### config.mk
export PLATFORM = sky130hd
export DESIGN_NAME = tlv_container_deframer
export DESIGN_NICKNAME = d
export VERILOG_FILES = /design/src/tlvd_pkg.sv /design/src/tlvd_front.sv /design/src/tlvd_queue.sv /design/src/tlvd_back.sv /design/src/tlv_container_deframer.sv
export SDC_FILE = /design/constraint.sdc
export NUM_CORES = 1
export LEC_CHECK = 0
export ABC_AREA = 1
export BUFFER_PORTS_ARGS = -buffer_cell sky130_fd_sc_hd__buf_2
export CAP_MARGIN = 25
export CORE_MARGIN = 1
export CORE_UTILIZATION = 32
export CTS_CLUSTER_SIZE = 14
export DETAILED_ROUTE_END_ITERATION = 6
export SLEW_MARGIN = 20
export SYNTH_ARGS = -nofsm -noshare
export SYNTH_HDL_FRONTEND = slang
export SYNTH_SLANG_ARGS = --single-unit
### constraint.sdc
create_clock -name clk -period 8.65 [get_ports clk]
set_clock_uncertainty 0.1 [all_clocks]
set_input_delay 0.865 -clock clk [delete_from_list [all_inputs] [get_ports clk]]
set_output_delay 0.865 -clock clk [all_outputs]
set_load 0.02 [all_outputs]
### src/tlvd_pkg.sv
// ----------------------------------------------------------------------------
// tlvd package
// types, codes and the header magic shared by the deframer modules
// ----------------------------------------------------------------------------
package tlvd_pkg;

    localparam int HEADER_BYTES      = 32;
    localparam int MAGIC_BYTES       = 16;
    localparam int MAGIC_TABLE_DEPTH = 32;
    localparam int MAGIC_IDX_W       = $clog2(MAGIC_TABLE_DEPTH);
    localparam int FIELD_BYTES       = 8;
    localparam int FIELD_CNT_W       = $clog2(FIELD_BYTES);
    localparam int WORD_W            = 64;

    // byte roles
    localparam logic [2:0] ROLE_HEADER  = 3'd0;
    localparam logic [2:0] ROLE_TAG     = 3'd1;
    localparam logic [2:0] ROLE_LENGTH  = 3'd2;
    localparam logic [2:0] ROLE_PAYLOAD = 3'd3;
    localparam logic [2:0] ROLE_IGNORED = 3'd4;

    // stream status
    localparam logic [1:0] ST_RUNNING   = 2'd0;
    localparam logic [1:0] ST_OK        = 2'd1;
    localparam logic [1:0] ST_BAD_MAGIC = 2'd2;
    localparam logic [1:0] ST_TRUNCATED = 2'd3;

    // "Armageddon", 6, 6, 6, 42, 30, then zeros
    localparam logic [7:0] MAGIC_TABLE [MAGIC_TABLE_DEPTH] = '{
        8'h41, 8'h72, 8'h6D, 8'h61, 8'h67, 8'h65, 8'h64, 8'h64,
        8'h6F, 8'h6E, 8'h06, 8'h06, 8'h06, 8'h2A, 8'h1E, 8'h00,
        8'h00, 8'h00, 8'h00, 8'h00, 8'h00, 8'h00, 8'h00, 8'h00,
        8'h00, 8'h00, 8'h00, 8'h00, 8'h00, 8'h00, 8'h00, 8'h00
    };

    typedef struct packed {
        logic [7:0] data_byte;
        logic       is_final;
    } in_t;

    typedef struct packed {
        logic [2:0]               byte_role;
        logic                     record_ready;
        logic signed [WORD_W-1:0] record_tag;
        logic [WORD_W-1:0]        record_length;
        logic [WORD_W-1:0]        payload_offset;
        logic                     payload_end;
        logic [1:0]               status;
    } out_t;

    // classified byte handed from front to back
    typedef struct packed {
        logic [7:0]        data_byte;
        logic [2:0]        byte_role;
        logic              record_ready;
        logic [WORD_W-1:0] record_length;
        logic [WORD_W-1:0] payload_offset;
        logic              payload_end;
        logic [1:0]        status;
    } cmd_t;

    // queue read side as seen by the back end
    typedef struct packed {
        logic valid;
        cmd_t cmd;
    } q_head_t;

endpackage

### src/tlvd_front.sv
// ----------------------------------------------------------------------------
// tlvd front end
// parses header and record framing, classifies each byte
// ----------------------------------------------------------------------------
module tlvd_front (
    input  logic           clk,
    input  logic           rst_n,
    input  logic           byte_valid,
    input  logic           q_ready,
    input  tlvd_pkg::in_t  byte_data,
    output logic           push,
    output tlvd_pkg::cmd_t cmd
);

    typedef enum logic [2:0] {
        PH_HEADER,
        PH_TAG,
        PH_LENGTH,
        PH_PAYLOAD,
        PH_ERROR
    } phase_t;

    localparam logic [tlvd_pkg::FIELD_CNT_W-1:0] FC_LAST =
        tlvd_pkg::FIELD_CNT_W'(tlvd_pkg::FIELD_BYTES - 1);

    phase_t                          phase_reg, phase_next;
    logic [tlvd_pkg::FIELD_CNT_W-1:0] fc_reg, fc_next;
    logic [tlvd_pkg::WORD_W-1:0]     len_shift_reg, len_shift_next;
    logic [tlvd_pkg::WORD_W-1:0]     left_reg, left_next;
    logic [tlvd_pkg::WORD_W-1:0]     offset_reg, offset_next;
    logic                            err_reg, err_next;

    logic [tlvd_pkg::WORD_W-1:0] offset_inc;
    logic [tlvd_pkg::WORD_W-1:0] len_new;
    logic [tlvd_pkg::WORD_W-1:0] left_dec;
    logic [7:0]                  magic_byte;
    logic                        in_magic;

    assign push       = byte_valid && q_ready;
    assign offset_inc = offset_reg + tlvd_pkg::WORD_W'(1);
    assign len_new    = {byte_data.data_byte, len_shift_reg[tlvd_pkg::WORD_W-1:8]};
    assign left_dec   = left_reg - tlvd_pkg::WORD_W'(1);
    assign magic_byte = tlvd_pkg::MAGIC_TABLE[offset_reg[tlvd_pkg::MAGIC_IDX_W-1:0]];
    assign in_magic   = offset_reg < tlvd_pkg::WORD_W'(tlvd_pkg::MAGIC_BYTES);

    always_comb
    begin
        phase_next     = phase_reg;
        fc_next        = fc_reg;
        len_shift_next = len_shift_reg;
        left_next      = left_reg;
        err_next       = err_reg;
        offset_next    = offset_inc;

        cmd                = '0;
        cmd.data_byte      = byte_data.data_byte;
        cmd.byte_role      = tlvd_pkg::ROLE_IGNORED;
        cmd.status         = tlvd_pkg::ST_RUNNING;

        unique case (phase_reg)
            PH_HEADER:
            begin
                cmd.byte_role = tlvd_pkg::ROLE_HEADER;
                if (in_magic && byte_data.data_byte != magic_byte)
                begin
                    err_next   = 1'b1;
                    phase_next = PH_ERROR;
                end
                else if (offset_inc == tlvd_pkg::WORD_W'(tlvd_pkg::HEADER_BYTES))
                begin
                    phase_next = PH_TAG;
                    fc_next    = '0;
                end
            end
            PH_TAG:
            begin
                cmd.byte_role = tlvd_pkg::ROLE_TAG;
                fc_next       = fc_reg + 1'b1;
                if (fc_reg == FC_LAST)
                begin
                    phase_next = PH_LENGTH;
                end
            end
            PH_LENGTH:
            begin
                cmd.byte_role  = tlvd_pkg::ROLE_LENGTH;
                len_shift_next = len_new;
                fc_next        = fc_reg + 1'b1;
                if (fc_reg == FC_LAST)
                begin
                    cmd.record_ready   = 1'b1;
                    cmd.record_length  = len_new;
                    cmd.payload_offset = offset_inc;
                    if (len_new == '0)
                    begin
                        cmd.payload_end = 1'b1;
                        phase_next      = PH_TAG;
                    end
                    else
                    begin
                        left_next  = len_new;
                        phase_next = PH_PAYLOAD;
                    end
                end
            end
            PH_PAYLOAD:
            begin
                cmd.byte_role = tlvd_pkg::ROLE_PAYLOAD;
                left_next     = left_dec;
                if (left_dec == '0)
                begin
                    cmd.payload_end = 1'b1;
                    phase_next      = PH_TAG;
                end
            end
            default:
            begin
                cmd.byte_role = tlvd_pkg::ROLE_IGNORED;
            end
        endcase

        if (byte_data.is_final)
        begin
            if (err_next)
                cmd.status = tlvd_pkg::ST_BAD_MAGIC;
            else if (phase_next == PH_TAG && fc_next == '0)
                cmd.status = tlvd_pkg::ST_OK;
            else
                cmd.status = tlvd_pkg::ST_TRUNCATED;
            // back to the header for the next container
            phase_next     = PH_HEADER;
            fc_next        = '0;
            len_shift_next = '0;
            left_next      = '0;
            err_next       = 1'b0;
            offset_next    = '0;
        end
    end

    always_ff @(posedge clk or negedge rst_n)
    begin
        if (!rst_n)
        begin
            phase_reg     <= PH_HEADER;
            fc_reg        <= '0;
            len_shift_reg <= '0;
            left_reg      <= '0;
            offset_reg    <= '0;
            err_reg       <= 1'b0;
        end
        else if (push)
        begin
            phase_reg     <= phase_next;
            fc_reg        <= fc_next;
            len_shift_reg <= len_shift_next;
            left_reg      <= left_next;
            offset_reg    <= offset_next;
            err_reg       <= err_next;
        end
    end

endmodule

### src/tlvd_queue.sv
// ----------------------------------------------------------------------------
// tlvd queue
// two-entry fifo between front and back ends
// ----------------------------------------------------------------------------
module tlvd_queue (
    input  logic              clk,
    input  logic              rst_n,
    input  logic              push,
    input  tlvd_pkg::cmd_t    push_cmd,
    output logic              q_ready,
    input  logic              pop,
    output tlvd_pkg::q_head_t head
);

    tlvd_pkg::cmd_t entry_reg [2];
    logic           wr_ptr_reg, wr_ptr_next;
    logic           rd_ptr_reg, rd_ptr_next;
    logic [1:0]     count_reg, count_next;

    assign q_ready    = count_reg != 2'd2;
    assign head.valid = count_reg != 2'd0;
    assign head.cmd   = entry_reg[rd_ptr_reg];

    always_comb
    begin
        wr_ptr_next = push ? ~wr_ptr_reg : wr_ptr_reg;
        rd_ptr_next = pop ? ~rd_ptr_reg : rd_ptr_reg;
        count_next  = count_reg + {1'b0, push} - {1'b0, pop};
    end

    always_ff @(posedge clk or negedge rst_n)
    begin
        if (!rst_n)
        begin
            wr_ptr_reg <= 1'b0;
            rd_ptr_reg <= 1'b0;
            count_reg  <= 2'd0;
        end
        else
        begin
            wr_ptr_reg <= wr_ptr_next;
            rd_ptr_reg <= rd_ptr_next;
            count_reg  <= count_next;
        end
    end

    always_ff @(posedge clk)
    begin
        if (push)
            entry_reg[wr_ptr_reg] <= push_cmd;
    end

endmodule

### src/tlvd_back.sv
// ----------------------------------------------------------------------------
// tlvd back end
// assembles the record tag and holds the result register
// ----------------------------------------------------------------------------
module tlvd_back (
    input  logic              clk,
    input  logic              rst_n,
    input  tlvd_pkg::q_head_t head,
    output logic              pop,
    output logic              result_valid,
    input  logic              result_ready,
    output tlvd_pkg::out_t    result_data
);

    logic [tlvd_pkg::WORD_W-1:0] tag_shift_reg, tag_shift_next;
    logic                        out_valid_reg, out_valid_next;
    tlvd_pkg::out_t              out_reg, out_next;

    assign pop          = head.valid && (!out_valid_reg || result_ready);
    assign result_valid = out_valid_reg;
    assign result_data  = out_reg;

    always_comb
    begin
        tag_shift_next = tag_shift_reg;
        if (head.cmd.byte_role == tlvd_pkg::ROLE_TAG)
            tag_shift_next = {head.cmd.data_byte, tag_shift_reg[tlvd_pkg::WORD_W-1:8]};
        // final byte clears assembly
        if (head.cmd.status != tlvd_pkg::ST_RUNNING)
            tag_shift_next = '0;

        out_next.byte_role      = head.cmd.byte_role;
        out_next.record_ready   = head.cmd.record_ready;
        out_next.record_tag     = head.cmd.record_ready ? tag_shift_reg : '0;
        out_next.record_length  = head.cmd.record_length;
        out_next.payload_offset = head.cmd.payload_offset;
        out_next.payload_end    = head.cmd.payload_end;
        out_next.status         = head.cmd.status;

        out_valid_next = pop || (out_valid_reg && !result_ready);
    end

    always_ff @(posedge clk or negedge rst_n)
    begin
        if (!rst_n)
        begin
            tag_shift_reg <= '0;
            out_valid_reg <= 1'b0;
        end
        else
        begin
            out_valid_reg <= out_valid_next;
            if (pop)
                tag_shift_reg <= tag_shift_next;
        end
    end

    always_ff @(posedge clk)
    begin
        if (pop)
            out_reg <= out_next;
    end

endmodule

### src/tlv_container_deframer.sv
// ----------------------------------------------------------------------------
// tlv container deframer
// splits a byte stream into a checked header and tag/length/value records
// ----------------------------------------------------------------------------
//  channel   handshake                   payload
//  byte      byte_valid / byte_ready     byte_data   (in_t: data_byte, is_final)
//  result    result_valid / result_ready result_data (out_t: role, record, status)
//
//  one byte per cycle while the result side keeps up; each transaction yields exactly one result
//  result_valid rises once a byte has passed the queue, written at the
//  accepting edge, and then the back-end result register, written on pop
//  rst_n is asynchronous and returns the parser to the header phase
//  a stalled result side fills the queue; byte_ready drops only when the
//  queue holds two transactions and the result register is occupied
// ----------------------------------------------------------------------------
module tlv_container_deframer (
    input  logic           clk,
    input  logic           rst_n,
    input  logic           byte_valid,
    output logic           byte_ready,
    input  tlvd_pkg::in_t  byte_data,
    output logic           result_valid,
    input  logic           result_ready,
    output tlvd_pkg::out_t result_data
);

    // front to queue
    logic              push;
    tlvd_pkg::cmd_t    push_cmd;
    // queue to back
    logic              pop;
    tlvd_pkg::q_head_t head;

    // front: header check, field counting, payload countdown, offsets
    tlvd_front u_front (
        .clk        (clk),
        .rst_n      (rst_n),
        .byte_valid (byte_valid),
        .q_ready    (byte_ready),
        .byte_data  (byte_data),
        .push       (push),
        .cmd        (push_cmd)
    );

    // queue decouples the parser from result back-pressure
    tlvd_queue u_queue (
        .clk      (clk),
        .rst_n    (rst_n),
        .push     (push),
        .push_cmd (push_cmd),
        .q_ready  (byte_ready),
        .pop      (pop),
        .head     (head)
    );

    // back: tag assembly and the result register
    tlvd_back u_back (
        .clk          (clk),
        .rst_n        (rst_n),
        .head         (head),
        .pop          (pop),
        .result_valid (result_valid),
        .result_ready (result_ready),
        .result_data  (result_data)
    );

endmodule

# --- Word level (Yosys, flattened, before mapping) ---
# Memories as Yosys holds them, arrays and structs flattened.
# Cells that the tools add are included.
# Widths: inputs -> output; s select.
word_totals:
  ram_bits: 286
  romBits: 256
  out_inout_bits: 201
  reg_bits: 467
  n_memories: 2
  inputBits: 13
  wordCells: 100
mem_list:
  columns: ["memory", "words", "word_bits", "read_ports", "rd_clocked_by_memory_dff", "write_ports", "line_no", "rtl"]
  rows:
  - ["u_queue.entry_reg", 2, 143, 1, 0, 1, "tlvd_queue.sv:15", "tlvd_pkg::cmd_t entry_reg [2];"]
  - ["(name not given)", 32, 8, 1, 0, 0, "tlvd_front.sv:43", "assign magic_byte = tlvd_pkg::MAGIC_TABLE[offset_reg[tlvd_pkg::MAGIC_IDX_W-1:0]];"]
classes:
  reduce_logical: 22
  muxes: 37
  n_bitwise: 3
  n_lt_le_gt_ge: 2
  eq_ne: 11
  addsub: 5
op_table:
  columns: ["operator", "count"]
  rows:
  - ["$mux 64", 8]
  - ["$mux 130", 1]
  - ["$mux 129", 1]
  - ["$logic_not 64->1", 2]
  - ["$pmux 64 s2", 1]
  - ["$add 64x1->64 const B", 1]
  - ["$eq 64x6->1 const B", 1]
  - ["$lt 64x5->1 const B", 1]
  - ["$sub 64x1->64 const B", 1]
  - ["$mux 3", 9]
  - ["$pmux 3 s4", 2]
  - ["$mux 8", 2]
  - ["$eq 3x1->1 const B", 3]
  - ["$mux 2", 4]
  - ["$ne 8x8->1", 1]
  - ["$reduce_bool 2->1", 4]
  - ["$mux 1", 7]
  - ["$eq 3x2->1 const B", 2]
  - ["$ge 6x6->1 const B", 1]
  - ["$logic_not 3->1", 2]
  - ["$not 5->6", 1]
  - ["$pmux 3 s2", 1]
  - ["$logic_and 1x1->1", 5]
  - ["$reduce_and 2->1", 2]
  - ["14 further kinds", 17]

# --- Depth between registers and ports, before layout ---
logic_depth:
  depth_word: 13
  depth_mapped: 22
  ltp_nobuf: 22

# --- By module ---
# Synthesis repeated with hierarchy kept, for this count alone.
hier_totals:
  hier_cells: 3659
  area_unflattened_um2: 34588.2
modules_own_cells:
  columns: ["module", "area_each_um2", "cells_each", "seq_area_each_um2", "n_inst"]
  rows:
  - ["tlvd_front", 13785.7, 2130, 4779.6, 1]
  - ["tlvd_queue", 11100.6, 772, 8688.3, 1]
  - ["tlvd_back", 9701.8, 757, 7602.3, 1]

# --- Worst setup path after synthesis ---
# Ideal clock, no wire load.
synth_path:
  kind: "input to register"
  start: "input byte_valid"
  end: "memory u_queue.entry_reg[1][0] in the netlist's numbering (enable)"
  stages: 2
  n_path_buf: 0
  t_arrival_ps: 7039
  path_slack_ps: 862
  t_required_ps: 7901
  setup_time_ps: 649
  path_cell_list: "nand2_1 nor2_1"
synth_between:
  elab_chain_len: 3
synth_rtl:
  columns: ["item", "line_no", "rtl"]
  rows:
  - ["start: declaration", "tlv_container_deframer.sv:19", "input logic byte_valid,"]
  - ["$logic_and 1x1->1", "tlvd_front.sv:39", "assign push = byte_valid && q_ready;"]
  - ["$mux 1", "tlvd_queue.sv:49", "if (push)"]
  - ["$mux 1 (implied by the code)", "tlvd_queue.sv:50", "entry_reg[wr_ptr_reg] <= push_cmd;"]
  - ["end: declaration", "tlvd_queue.sv:15", null]
# No other way between the ends.

# --- Worst setup path after layout ---
layout_path:
  start: "register u_front.phase_reg[2]"
  end: "register u_front.left_reg[23] in the netlist's numbering"
layout_between:
  elab_chain_len: 3
  elab_cells_between_ends: 8
  cone_classes: "4 x eq/ne; 2 x mux; 2 x reduce/logical"
layout_rtl:
  columns: ["item", "line_no", "rtl"]
  rows:
  - ["start: declaration", "tlvd_front.sv:26", "phase_t phase_reg, phase_next;"]
  - ["start signal: assignment", "tlvd_front.sv:153", "phase_reg <= phase_next;"]
  - ["$eq 3x2->1", "tlvd_front.sv:60", "unique case (phase_reg)"]
  - ["$ne 3x2->1 (no source line) (tied with other cells)", null, null]
  - ["$reduce_and 4->1 (no source line) or $mux 64 (tied branches)", null, null]
  - ["end signal: assignment", "tlvd_front.sv:156", "left_reg <= left_next;"]
  - ["end: declaration", "tlvd_front.sv:29", "logic [tlvd_pkg::WORD_W-1:0] left_reg, left_next;"]
# Parallel ways exist; a longest one is shown, timed or not.
# A chain may end at the register's enable or synchronous reset.

==> run_results.csv <==
group,metric,value,unit
run_status,outcome,"finished, final reports clean",
sta,fin_crit,4.05,ns
clock_tree,clock_latency,0.67,ns
cells_and_area,nFillCells,10300,
cells_and_area,largest_reg_flops,286,
placement,place.port_buffers,213,
route,detail-route-antenna-nets,0,
sta,setup_viol,0,
min_path,min_path_type,"input pin to async pin",
cells_and_area,drive_gt1_share,11.9,%
sta,setup_ws,4.60,ns
cells_and_area,utilization,37.8,%
grt,grt_max_degree,144,
worst_setup_path,cp-startpoint,"u_front.phase_reg[2]$_DFFE_PN0P_",
sta,grt_setup_unrepaired,"false",
sta,tightest_slew,1.04,ns
yosys,syn_area,0.0333,mm²
route,route.met2.wl,43700,µm
placement,place_ws,4.49,ns
clock_tree,cts_buffer_depth,3,
sta,fin_hold_ws,0.128,ns
route,m1WireLength,45100,µm
worst_setup_path,crit_required,9.12,ns
power_and_ir_drop,power.density,359,mW/mm²
clock_tree,cts_root_buf,"clkbuf_16",
floorplanning,initial_core_util,32.5,%
yosys,syn-num-nets,3523,
clock_tree,postCtsHoldBufs,0,
sta,post-route-period-util,46.9,%
grt,overflow,0,
worst_setup_path,arrival,4.52,ns
flow_run,drv_cap,0,
route,vias_per_cell,4.85,
sta,slew_viol_final,0,
sta,relSlewSlack,30.6,%
worst_setup_path,r2r-end,"u_front.left_reg[23]$_DFFE_PN0P_",
yosys,synth_area_leader_cell,"edfxtp_1",
power_and_ir_drop,power,13.9,mW
yosys,synth_ff_type,"edfxtp_1",
yosys,synth_cells,3497,
route,wl_met3,5450,µm
worst_setup_path,reg2reg_from,"u_front.phase_reg[2]$_DFFE_PN0P_",
power_and_ir_drop,p_leak,16.3,nW
floorplanning,die_area,0.105,mm²
route,vias,24900,
floorplanning,rows,117,
floorplanning,fp.coreArea,0.102,mm²
yosys,ys_seq_area_share,63.3,%
worst_setup_path,path_class,"flop to flop",
sta,fmax,247,MHz
placement,post-dp-hpwl,66900,µm
grt,grt_first_pass_wirelength,149000,µm
cells_and_area,layoutNonFillerInstCount,5130,
sta,setup_tns,0,ns
route,wl,97000,µm
placement,gp_congestion,0.983,
placement,dp.cells,4973,
yosys,post_synth.cell_area_avg,9.52,µm²
cells_and_area,final_area,0.0387,mm²
clock_tree,numCtsBuffers,83,
clock_tree,cts_tree,"built",
clock_tree,cts_resized,0,
floorplanning,die_w,325,µm
floorplanning,die_y,325,µm
sta,hold_violations,0,
yosys,synth_edf_count,485,
worst_setup_path,crit_fanout,99,
route,drtPass1Iterations,5,
cells_and_area,syn_to_final_growth,16.3,%
placement,post_dp_cell_area,0.0359,mm²
grt,grt_pass1_vias,24300,
yosys,synth_top_area_share,43.7,%
route,wl_per_cell,18.9,µm
worst_setup_path,r2r_slack,4.60,ns
power_and_ir_drop,ir_drop,0.216,mV
yosys,netlist_top_cells_area,"edfxtp_1 (44%), dfrtp_1 (20%), nand2_1 (11%)",
grt,groute.usage.overall,18.3,%
grt,antenna_found_initial,1,
worst_setup_path,r2r.worst_path.cells,13,
floorplanning,boundaryPins,214,
clock_tree,htreeDepth,3,
yosys,ys_types,43,
clock_tree,clkTransAtPathRegs,0.06,ns
route,drc_errors,0,
yosys,yosysWarnings,0,
cells_and_area,layout.nets,3716,
route,highest_layer,"met4",
route,drt-initial-drc-count,2319,
worst_setup_path,critPathCaptureType,"flop",
worst_setup_path,cp-start-kind,"flop",
clock_tree,cts.sink_count,745,
yosys,ys_ff_latch,745,
yosys,async_flop_share,34.9,%
clock_tree,cts_setup_buffers,0,
cells in the final DEF (no fill, tap or decap), types with 8 or more instances in the layout:
| cell type | instances |
|---|---|
| buf_4 | 20 |
| o22ai_1 | 132 |
| a21oi_1 | 22 |
| o211ai_1 | 31 |
| nand2_2 | 8 |
| o21ai_0 | 146 |
| clkbuf_16 | 83 |
| xnor2_1 | 15 |
| nand4_1 | 43 |
| bufinv_16 | 10 |
| xor2_1 | 53 |
| o2111ai_1 | 8 |
| or2_2 | 12 |
| clkbuf_1 | 15 |
| nor4_1 | 20 |
| nor2_2 | 19 |
| nor2_1 | 554 |
| clkinv_1 | 8 |
| nand3_1 | 153 |
| clkinv_2 | 15 |
| dfrtp_1 | 259 |
| nor3_1 | 19 |
| buf_2 | 212 |
| nor2_4 | 12 |
| clkinvlp_4 | 9 |
| edfxtp_1 | 485 |
| inv_1 | 327 |
| nand2_1 | 994 |
| ha_1 | 13 |
kinds of logic after synthesis:
logic type	count (synthesis)	share of synthesized area, %
and+or+nand+nor	1856	22.9
DFF	745	63.3
buffers and inverters	465	5.30
AOI/OAI and AO/OA	347	6.08
xor gates and xnor gates	70	1.89
adders and majority gates	13	0.489
muxes	1	0.0301
layout make-up:
type                            count  area, µm²  share of cell area (%)
Sequential cell                   745      21100                    54.4
Inverter                          336       1270                    3.29
Timing Repair Buffer              237       1300                    3.35
Clock buffer                      103       2200                    5.69
Multi-Input combinational cell   2287      10500                    27.2
Tap cell                         1368       1710                    4.42
Antenna cell                        1       2.50                 0.00646
Clock inverter                     53        629                    1.63
report_power, final:
| part | internal, mW | switching [mW] |
|---|---|---|
| logic | 1.23 | 3.72 |
| clock network | 2.13 | 1.52 |
| registers | 4.91 | 0.388 |
| total | 8.27 | 5.62 |
how the worst max path moves through the flow:
stage / cells after the start / slack, ns / endpoint
floorplan: 2 / 0.86 / u_queue.entry_reg[1][0]$_DFFE_PP_
global placement: 6 / 4.57 / u_front.offset_reg[24]$_DFFE_PN0P_
detailed placement: 11 / 4.49 / u_front.left_reg[23]$_DFFE_PN0P_
CTS: 13 / 4.57 / u_front.left_reg[23]$_DFFE_PN0P_
global route: 13 / 4.16 / u_front.left_reg[10]$_DFFE_PN0P_
finish: 13 / 4.60 / u_front.left_reg[23]$_DFFE_PN0P_
routing by layer:
layer | vias to the layer above | global-route usage [%]
met4 | 0 | 5.71
li1 | 11900 | -
met3 | 162 | 3.02
met1 | 12000 | 26.2
met5 | - | 0
met2 | 743 | 28.2
Yosys cell counts (2+ instances only):
| cell | n |
|---|---|
| nand2_1 | 994 |
| nor2_1 | 558 |
| edfxtp_1 | 485 |
| inv_1 | 331 |
| dfrtp_1 | 260 |
| nand3_1 | 153 |
| o21ai_0 | 147 |
| o22ai_1 | 132 |
| clkbuf_1 | 109 |
| xor2_1 | 53 |
| nand4_1 | 43 |
| o211ai_1 | 31 |
| a21oi_1 | 24 |
| nor4_1 | 20 |
| nor3_1 | 19 |
| nor2_2 | 18 |
| xnor2_1 | 15 |
| buf_1 | 14 |
| ha_1 | 13 |
| or2_2 | 12 |
| nor2_4 | 9 |
| nand2_2 | 8 |
| o2111ai_1 | 8 |
| nand2_4 | 5 |
| nand3_2 | 5 |
| inv_2 | 4 |
| nor3b_1 | 4 |
| buf_2 | 3 |
| and2_1 | 2 |
| buf_4 | 2 |
| nand3b_1 | 2 |
| nor2_8 | 2 |
| xor2_2 | 2 |
critical path, cell delays in order (launching register included):
cell     delay (ns)
dfrtp_1        0.46
nor2_1         0.26
nand2_1        0.08
buf_4          0.27
inv_2          0.08
buf_4          0.75
o31ai_1        0.12
inv_1          0.08
nand2_1        0.05
buf_4          0.25
nor2_2         0.12
buf_4          0.41
inv_1          0.53
o21ai_0        0.34
Power figures use the tool's default switching activity.
